$ cat config.mk
export PLATFORM = sky130hd
export DESIGN_NAME = calendar_minute_adjust
export DESIGN_NICKNAME = d
export VERILOG_FILES = /design/src/hdl/cma_pkg.sv /design/src/hdl/cma_prep.sv /design/src/hdl/cma_calc.sv /design/src/hdl/calendar_minute_adjust.sv
export SDC_FILE = /design/constraint.sdc
export NUM_CORES = 1
export LEC_CHECK = 0
export BUFFER_PORTS_ARGS = -buffer_cell sky130_fd_sc_hd__buf_2
export CORE_ASPECT_RATIO = 1.25
export CORE_MARGIN = 8
export CORE_UTILIZATION = 25
export CTS_BUF_LIST = sky130_fd_sc_hd__clkbuf_8
export CTS_CLUSTER_SIZE = 12
export DETAILED_ROUTE_END_ITERATION = 7
export GPL_TIMING_DRIVEN = 0
export SLEW_MARGIN = 20
export SYNTH_ARGS = -nofsm -noshare
export SYNTH_HDL_FRONTEND = slang
export SYNTH_SLANG_ARGS = --single-unit
$ cat constraint.sdc
create_clock -name clk_i -period 16.71 [get_ports clk_i]
set_input_delay 3.342 -clock clk_i [delete_from_list [all_inputs] [get_ports clk_i]]
set_output_delay 3.342 -clock clk_i [all_outputs]
set_load 0.05 [all_outputs]
$ cat src/hdl/cma_pkg.sv
// ----------------------------------------------------------------------------
// cma_pkg
// Types, constants and small lookup functions shared by the calendar minute
// adjust block.
// ----------------------------------------------------------------------------
package cma_pkg;

  localparam int unsigned YEAR_W   = 14;
  localparam int unsigned MONTH_W  = 4;
  localparam int unsigned DAY_W    = 5;
  localparam int unsigned HOUR_W   = 5;
  localparam int unsigned MINUTE_W = 6;
  localparam int unsigned DELTA_W  = 12;
  // signed minute total, -1439 .. 2878
  localparam int unsigned TOTAL_W  = 13;
  // minute of the day, 0 .. 1439
  localparam int unsigned TOD_W    = 11;

  localparam int unsigned IN_TDATA_W  = 48;
  localparam int unsigned OUT_TDATA_W = 40;

  localparam logic [YEAR_W-1:0]   YEAR_MAX    = 14'd9999;
  localparam logic [MONTH_W-1:0]  MONTH_JAN   = 4'd1;
  localparam logic [MONTH_W-1:0]  MONTH_FEB   = 4'd2;
  localparam logic [MONTH_W-1:0]  MONTH_DEC   = 4'd12;
  localparam logic [DAY_W-1:0]    DAY_FIRST   = 5'd1;
  localparam logic [DAY_W-1:0]    DAY_DEC_END = 5'd31;
  localparam logic [HOUR_W-1:0]   HOUR_MAX    = 5'd23;
  localparam logic [MINUTE_W-1:0] MINUTE_MAX  = 6'd59;
  localparam logic signed [DELTA_W-1:0] DELTA_MAX = 12'sd1439;
  localparam logic signed [DELTA_W-1:0] DELTA_FLOOR = -12'sd1439;
  localparam logic signed [TOTAL_W-1:0] MIN_PER_DAY = 13'sd1440;

  // reciprocal of 60 for minute-of-day values below 1440: hour = (t * 1093) >> 16
  localparam logic [TOD_W-1:0] RECIP60   = 11'd1093;
  localparam int unsigned      RECIP60_SH = 16;
  // multiples of 25 below 10000: low 17 bits of y * 5243 stay below 5243
  localparam logic [12:0] RECIP25     = 13'd5243;
  localparam int unsigned RECIP25_SH  = 17;
  localparam logic [16:0] DIV25_LIMIT = 17'd5243;

  localparam logic [DAY_W-1:0] MONTH_LEN [12] = '{
    5'd31, 5'd28, 5'd31, 5'd30, 5'd31, 5'd30,
    5'd31, 5'd31, 5'd30, 5'd31, 5'd30, 5'd31
  };

  // start minute of each hour of the day
  localparam logic [TOD_W-1:0] HOUR_BASE [24] = '{
    11'd0,    11'd60,   11'd120,  11'd180,  11'd240,  11'd300,
    11'd360,  11'd420,  11'd480,  11'd540,  11'd600,  11'd660,
    11'd720,  11'd780,  11'd840,  11'd900,  11'd960,  11'd1020,
    11'd1080, 11'd1140, 11'd1200, 11'd1260, 11'd1320, 11'd1380
  };

  typedef struct packed {
    logic [YEAR_W-1:0]   year;
    logic [MONTH_W-1:0]  month;
    logic [DAY_W-1:0]    day;
    logic [HOUR_W-1:0]   hour;
    logic [MINUTE_W-1:0] minute;
    logic [DELTA_W-1:0]  delta_minutes;
  } cma_in_t;

  // clamped date plus signed minute total
  typedef struct packed {
    logic [YEAR_W-1:0]  year;
    logic [MONTH_W-1:0] month;
    logic [DAY_W-1:0]   day;
    logic [TOTAL_W-1:0] total;
    logic               sat;
  } cma_prep_t;

  typedef struct packed {
    logic [YEAR_W-1:0]   new_year;
    logic [MONTH_W-1:0]  new_month;
    logic [DAY_W-1:0]    new_day;
    logic [HOUR_W-1:0]   new_hour;
    logic [MINUTE_W-1:0] new_minute;
    logic                year_saturated;
  } cma_out_t;

  // days in month m (1..12), february follows the leap flag
  function automatic logic [DAY_W-1:0] days_in_month(logic [MONTH_W-1:0] m, logic leap);
    logic [MONTH_W-1:0] idx;
    idx = m - MONTH_JAN;
    if (m == MONTH_FEB && leap) begin
      return 5'd29;
    end
    return MONTH_LEN[idx];
  endfunction

endpackage

$ cat src/hdl/cma_prep.sv
// ----------------------------------------------------------------------------
// cma_prep
// Clamps the incoming fields to their legal ranges and forms the signed
// minute-of-day total including the offset.
// ----------------------------------------------------------------------------
module cma_prep import cma_pkg::*; (
  input  cma_in_t   in_i,
  output cma_prep_t prep_o
);

  logic [MONTH_W-1:0]  month_c;
  logic [DAY_W-1:0]    day_c;
  logic [HOUR_W-1:0]   hour_c;
  logic [MINUTE_W-1:0] minute_c;
  logic signed [DELTA_W-1:0] delta_s;
  logic signed [DELTA_W-1:0] delta_c;
  logic signed [TOTAL_W-1:0] total_s;

  // range clamps
  always_comb begin
    delta_s = $signed(in_i.delta_minutes);

    if (in_i.month < MONTH_JAN) begin
      month_c = MONTH_JAN;
    end else if (in_i.month > MONTH_DEC) begin
      month_c = MONTH_DEC;
    end else begin
      month_c = in_i.month;
    end

    day_c    = (in_i.day < DAY_FIRST) ? DAY_FIRST : in_i.day;
    hour_c   = (in_i.hour > HOUR_MAX) ? HOUR_MAX : in_i.hour;
    minute_c = (in_i.minute > MINUTE_MAX) ? MINUTE_MAX : in_i.minute;

    if (delta_s < DELTA_FLOOR) begin
      delta_c = DELTA_FLOOR;
    end else if (delta_s > DELTA_MAX) begin
      delta_c = DELTA_MAX;
    end else begin
      delta_c = delta_s;
    end
  end

  // minute of the day plus offset
  always_comb begin
    total_s = $signed({2'b00, HOUR_BASE[hour_c]})
            + $signed({{(TOTAL_W-MINUTE_W){1'b0}}, minute_c})
            + TOTAL_W'(delta_c);
  end

  always_comb begin
    prep_o.sat   = (in_i.year > YEAR_MAX);
    prep_o.year  = prep_o.sat ? YEAR_MAX : in_i.year;
    prep_o.month = month_c;
    prep_o.day   = day_c;
    prep_o.total = total_s;
  end

endmodule

$ cat src/hdl/cma_calc.sv
// ----------------------------------------------------------------------------
// cma_calc
// Wraps the minute total into one day, splits it into hour and minute and
// moves the date by one day on a borrow or carry.
// ----------------------------------------------------------------------------
module cma_calc import cma_pkg::*; (
  input  cma_prep_t prep_i,
  output cma_out_t  res_o
);

  logic signed [TOTAL_W-1:0] total_s;
  logic signed [TOTAL_W-1:0] tod_s;
  logic                      borrow;
  logic                      carry;
  logic [TOD_W-1:0]          tod;
  logic [2*TOD_W-1:0]        hour_prod;
  logic [HOUR_W-1:0]         hour;
  logic [YEAR_W+12:0]        y25_prod;
  logic                      div25;
  logic                      leap;
  logic [MONTH_W-1:0]        prev_month;
  logic [DAY_W:0]            day_inc;
  logic [DAY_W-1:0]          cur_len;

  // wrap the total into 0 .. 1439
  always_comb begin
    total_s = $signed(prep_i.total);
    borrow  = total_s[TOTAL_W-1];
    carry   = !borrow && (total_s >= MIN_PER_DAY);
    if (borrow) begin
      tod_s = total_s + MIN_PER_DAY;
    end else if (carry) begin
      tod_s = total_s - MIN_PER_DAY;
    end else begin
      tod_s = total_s;
    end
    tod = tod_s[TOD_W-1:0];
  end

  // hour by reciprocal; the minute is taken as the remainder in the date step
  always_comb begin
    hour_prod = tod * RECIP60;
    hour      = hour_prod[RECIP60_SH +: HOUR_W];
  end

  // leap year: divisible by 4, and by 16 when divisible by 25
  always_comb begin
    y25_prod = prep_i.year * RECIP25;
    div25    = (y25_prod[RECIP25_SH-1:0] < DIV25_LIMIT);
    leap     = (prep_i.year[1:0] == 2'b00) && (!div25 || prep_i.year[3:0] == 4'b0000);
  end

  // date step
  always_comb begin
    prev_month = prep_i.month - MONTH_JAN;
    day_inc    = {1'b0, prep_i.day} + 6'd1;
    cur_len    = days_in_month(prep_i.month, leap);

    res_o.new_year       = prep_i.year;
    res_o.new_month      = prep_i.month;
    res_o.new_day        = prep_i.day;
    res_o.year_saturated = prep_i.sat;
    res_o.new_hour       = hour;
    res_o.new_minute     = MINUTE_W'(tod - HOUR_BASE[hour]);

    if (borrow) begin
      if (prep_i.day == DAY_FIRST) begin
        if (prep_i.month == MONTH_JAN) begin
          res_o.new_month = MONTH_DEC;
          res_o.new_day   = DAY_DEC_END;
          if (prep_i.year == '0) begin
            res_o.year_saturated = 1'b1;
          end else begin
            res_o.new_year = prep_i.year - 14'd1;
          end
        end else begin
          res_o.new_month = prev_month;
          res_o.new_day   = days_in_month(prev_month, leap);
        end
      end else begin
        res_o.new_day = prep_i.day - 5'd1;
      end
    end else if (carry) begin
      if (day_inc > {1'b0, cur_len}) begin
        res_o.new_day = DAY_FIRST;
        if (prep_i.month == MONTH_DEC) begin
          res_o.new_month = MONTH_JAN;
          if (prep_i.year == YEAR_MAX) begin
            res_o.year_saturated = 1'b1;
          end else begin
            res_o.new_year = prep_i.year + 14'd1;
          end
        end else begin
          res_o.new_month = prep_i.month + 4'd1;
        end
      end else begin
        res_o.new_day = day_inc[DAY_W-1:0];
      end
    end
  end

endmodule

$ cat src/hdl/calendar_minute_adjust.sv
// ----------------------------------------------------------------------------
// calendar_minute_adjust
// Path: an accepted word is registered in prep_q, and its result is then
// registered in res_q, which drives m_axis_tdata; a stall holds it in prep_q.
// Throughput: one word per cycle while m_axis_tready is high.
// Reset: rst_ni clears both stage valid flags; payload registers are not reset.
// Adds a signed minute offset below one day to a Gregorian date and time.
// ----------------------------------------------------------------------------
module calendar_minute_adjust import cma_pkg::*; (
  input  logic                   clk_i,
  input  logic                   rst_ni,
  input  logic                   s_axis_tvalid,
  output logic                   s_axis_tready,
  // year[13:0], month[17:14], day[22:18], hour[27:23], minute[33:28],
  // delta_minutes[45:34], zero fill[47:46]
  input  logic [IN_TDATA_W-1:0]  s_axis_tdata,
  output logic                   m_axis_tvalid,
  input  logic                   m_axis_tready,
  // new_year[13:0], new_month[17:14], new_day[22:18], new_hour[27:23],
  // new_minute[33:28], zero fill[39:34]
  output logic [OUT_TDATA_W-1:0] m_axis_tdata,
  // year_saturated[0]
  output logic                   m_axis_tuser
);

  cma_in_t   in_word;
  cma_prep_t prep_d;
  cma_prep_t prep_q;
  cma_out_t  res_d;
  cma_out_t  res_q;
  logic      s1_valid_q;
  logic      out_valid_q;
  logic      s1_ready;
  logic      out_ready;

  // unpack input word
  always_comb begin
    in_word.year          = s_axis_tdata[13:0];
    in_word.month         = s_axis_tdata[17:14];
    in_word.day           = s_axis_tdata[22:18];
    in_word.hour          = s_axis_tdata[27:23];
    in_word.minute        = s_axis_tdata[33:28];
    in_word.delta_minutes = s_axis_tdata[45:34];
  end

  cma_prep u_prep (
    .in_i   (in_word),
    .prep_o (prep_d)
  );

  cma_calc u_calc (
    .prep_i (prep_q),
    .res_o  (res_d)
  );

  // pipeline handshake
  assign out_ready     = !out_valid_q || m_axis_tready;
  assign s1_ready      = !s1_valid_q || out_ready;
  assign s_axis_tready = s1_ready;

  // stage valid flags
  always_ff @(posedge clk_i or negedge rst_ni) begin
    if (!rst_ni) begin
      s1_valid_q  <= 1'b0;
      out_valid_q <= 1'b0;
    end else begin
      if (s1_ready) begin
        s1_valid_q <= s_axis_tvalid;
      end
      if (out_ready) begin
        out_valid_q <= s1_valid_q;
      end
    end
  end

  // stage payloads
  always_ff @(posedge clk_i) begin
    if (s_axis_tvalid && s1_ready) begin
      prep_q <= prep_d;
    end
    if (s1_valid_q && out_ready) begin
      res_q <= res_d;
    end
  end

  // pack result word
  assign m_axis_tvalid = out_valid_q;
  assign m_axis_tdata  = {6'b000000, res_q.new_minute, res_q.new_hour, res_q.new_day,
                          res_q.new_month, res_q.new_year};
  assign m_axis_tuser  = res_q.year_saturated;

  // checks
  a_time_range: assert property (@(posedge clk_i) disable iff (!rst_ni)
    out_valid_q |-> (res_q.new_hour <= HOUR_MAX && res_q.new_minute <= MINUTE_MAX))
    else $error("result time of day out of range");

  a_date_range: assert property (@(posedge clk_i) disable iff (!rst_ni)
    out_valid_q |-> (res_q.new_year <= YEAR_MAX && res_q.new_month >= MONTH_JAN &&
                     res_q.new_month <= MONTH_DEC && res_q.new_day >= DAY_FIRST))
    else $error("result date out of range");

  a_stage_move: assert property (@(posedge clk_i) disable iff (!rst_ni)
    (s1_valid_q && out_ready) |=> out_valid_q)
    else $error("stage word lost on transfer to output register");

  a_ready_free: assert property (@(posedge clk_i) disable iff (!rst_ni)
    !out_valid_q |-> s_axis_tready)
    else $error("input stalled while output register empty");

endmodule

==> out/qor.txt <==
run status: completed
switch share: 48.6%
Clock Sink Count: 74
largest net degree at the start of global routing: 31
Max Cap Viol: 0
Clock Path Buffers: 2
antenna violations before repair: 3
Syn Area/Cell: 9.53 um^2
worst-margin pin slew: 0.938 ns
clock skew: 0.0215 ns
crit path max fanout: 9
Critical Path Sink Type: flip-flop
final hold vios: 0
RSZ-0062 raised after global routing: false
Placer Congestion: 0.843
number of port buffers: 85
CTS resizes: 0
Reg power frac: 14.6%
EDFF count, synth: 72
startpoint types: flip-flop
die width: 190 um
DR WL/cell: 14.6 um
DRT iter0 DRCs: 329
power per cell area: 199 nW/um^2
utilization after layout: 29.0%
dominant cell type by area after synthesis: ha_1
Total Routing Usage GR: 10.7%
Post-Synthesis Cells: 993
count of cell types in the netlist: 68
post-CTS setup buffer count: 0
share of the synthesized area in the top cell type: 24.1%
DP Area: 10,600 um^2
clock-pin slew on the worst setup and hold paths: 0.10 ns
CP required: 16.82 ns
Avg Vias per Cell: 4.55
Detailed Route WL: 23,300 um
register area share after synthesis: 23.4%
slew margin rel.: 36.6%
dpl hpwl: 19,700 um
min Tclk post-route: 7.69 ns
Setup WS pre-CTS: 9.04 ns
I/O pin cnt: 95
NumNets Final: 1,388
total CTS buffers: 9
Internal: 0.00111 W
Post-synth top flop: edfxtp_1
FFs w/ async S/R, synth: 2.70%
Post-route DRC: 0
Synth Register Bits: 74
core footprint: 37,300 um^2
setup ws final: 9.02 ns
hold buffer count at CTS: 0
Fmax: 0.130 GHz
DR pass1 iterations: 5
post-route cell area: 10,800 um^2
P_leak: 4.97 nW
fin crit share: 46.0%
synth-to-layout area growth: 14.2%
ANT nets after route: 0
CTS tree: built
yosys warns: 0
initial cell density of the core: 25.4%
# H-tree levels: 3
Hold Path Class: reg2reg
later-pin clock latency in the skew report: 0.39 ns
max-slew violation count: 0
final setup violation count: 0
worst vdd ir: 0.000160 V
share of cells above drive strength 1: 12.5%
top-count cell post-synth: ha_1
Gate power share: 77.3%
std cell rows: 79
vias post-DR: 7,229
CTS root buffer: clkbuf_8
WS Path Type: reg2reg
Post-Syn Area: 9460 um^2
Commonest cells post-synth: ha_1 (182), inv_1 (166), edfxtp_1 (72)
die area: 44,400 um^2
grt ovf: 0
Sw Pwr: 0.00105 W
setup TNS: 0 ns
number of global-route vias before repair: 7,517
height of the die: 233 um
Area contributors post-synth: ha_1 (24%), edfxtp_1 (23%), fa_1 (12%), inv_1 (6.6%), xnor2_1 (5.0%)
Worst EP arrival: 7.80 ns
fraction of power consumed by the clock network: 8.1%
first-pass GRT wire length: 37,600 um
## through the flow
step           hold slack, ns  power, W  cells
3_3_place_gp            0.468   0.00196   1570
4_1_cts                 0.513   0.00219   1588
2_1_floorplan           0.449   0.00163    999
6_report                0.502   0.00216   1590
5_1_grt                 0.533   0.00244   1588
3_5_place_dp            0.477   0.00200   1572
## cell usage in the layout (no fill, tap or decap), types with 4 or more instances in the layout
master    instances
ha_1            182
inv_1           167
buf_2            87
edfxtp_1         72
fa_1             57
xnor2_1          54
nand2_1          46
a21oi_1          44
o21ai_0          43
nor2_1           42
nand3_1          28
clkbuf_1         25
nor3_1           19
xor2_1           16
o21a_1           14
nand2b_1         14
a21o_1           11
nor2b_1          11
o22ai_1          10
clkbuf_8          9
nand4_1           8
nor4_1            8
a31oi_1           7
o211ai_1          7
or2_2             7
buf_4             7
conb_1            7
o31ai_1           6
and2_1            6
a211oi_1          5
or3_1             5
o41ai_1           4
mux2i_1           4
o21ai_1           4
## final cells by class
type | instances | area, um^2
fillers | 3892 | 26500
multi-input cells | 723 | 6490
flip-flops and latches | 74 | 2210
inverters | 166 | 623
well taps | 486 | 608
repair buffers | 87 | 465
plain buffers | 36 | 164
clock buffers | 9 | 124
clock inverters | 7 | 116
diodes | 2 | 5.00
## cells by family (layout without fill, tap and decap cells)
kind of cell,count (synthesis),count (layout),share of synthesized area (%)
and+or+nand+nor,209,209,11.5
AOI/OAI and AO/OA,189,189,13.1
other,1,9,0.0396
buffers and inverters,202,305,8.32
muxes,7,7,0.780
xor gates and xnor gates,71,71,6.65
adders and majority gates,240,240,36.2
DFF,74,74,23.4
## sequential cells by signal, summed over array words and instances, names as in the netlist
signal / count
s1_valid_q: 1
m_axis_tvalid: 1
m_axis_tdata: 34
m_axis_tuser: 1
prep_q: 37
## power groups by stage
stage | Combinational [W] | Sequential, W | Clock [W]
CTS | 0.00169 | 0.000316 | 0.000183
floorplan | 0.00125 | 0.000378 | 0
detailed placement | 0.00168 | 0.000320 | 0
global route | 0.00193 | 0.000319 | 0.000189
finish | 0.00166 | 0.000315 | 0.000176
global placement | 0.00164 | 0.000320 | 0
## routing by layer
metal	wire, um	up-vias	track usage [%]
met5	13	-	0
met3	888	43	1.88
met2	11700	161	19.3
li1	-	3610	-
met4	773	2	4.53
met1	9880	3413	12.2
## final timing paths
path	slack [ns]	depth (start not counted)	end	from
worst max register to register	9.02	27	m_axis_tdata[9]	prep_q[32]
worst max-delay path	9.02	27	m_axis_tdata[9]	prep_q[32]
worst min-delay path	0.50	1	m_axis_tvalid	s1_valid_q
max in group asynchronous	13.91	1	m_axis_tvalid	rst_ni
worst min register to register	0.50	1	m_axis_tvalid	s1_valid_q
min in group asynchronous	2.71	1	s1_valid_q	rst_ni
## critical path, cell delays in order (launching register included)
cell and delay (ns):
edfxtp_1 0.57, inv_1 0.27, fa_1 0.58, inv_1 0.04, ha_1 0.30, fa_1 0.49, inv_1 0.06, fa_1 0.51
fa_1 0.59, inv_1 0.06, ha_1 0.36, o21a_1 0.19, nor2_1 0.06, xnor2_1 0.13, xnor2_1 0.24, nand3_1 0.13
a311oi_1 0.22, o211a_1 0.26, o21ai_0 0.12, ha_1 0.32, nor2b_1 0.21, o21ai_0 0.17, nor3_2 0.40, o211ai_2 0.24
or3_1 0.36, buf_2 0.18, o22ai_1 0.21, xnor2_1 0.15
Note: power is estimated with default switching activity, not from simulation.
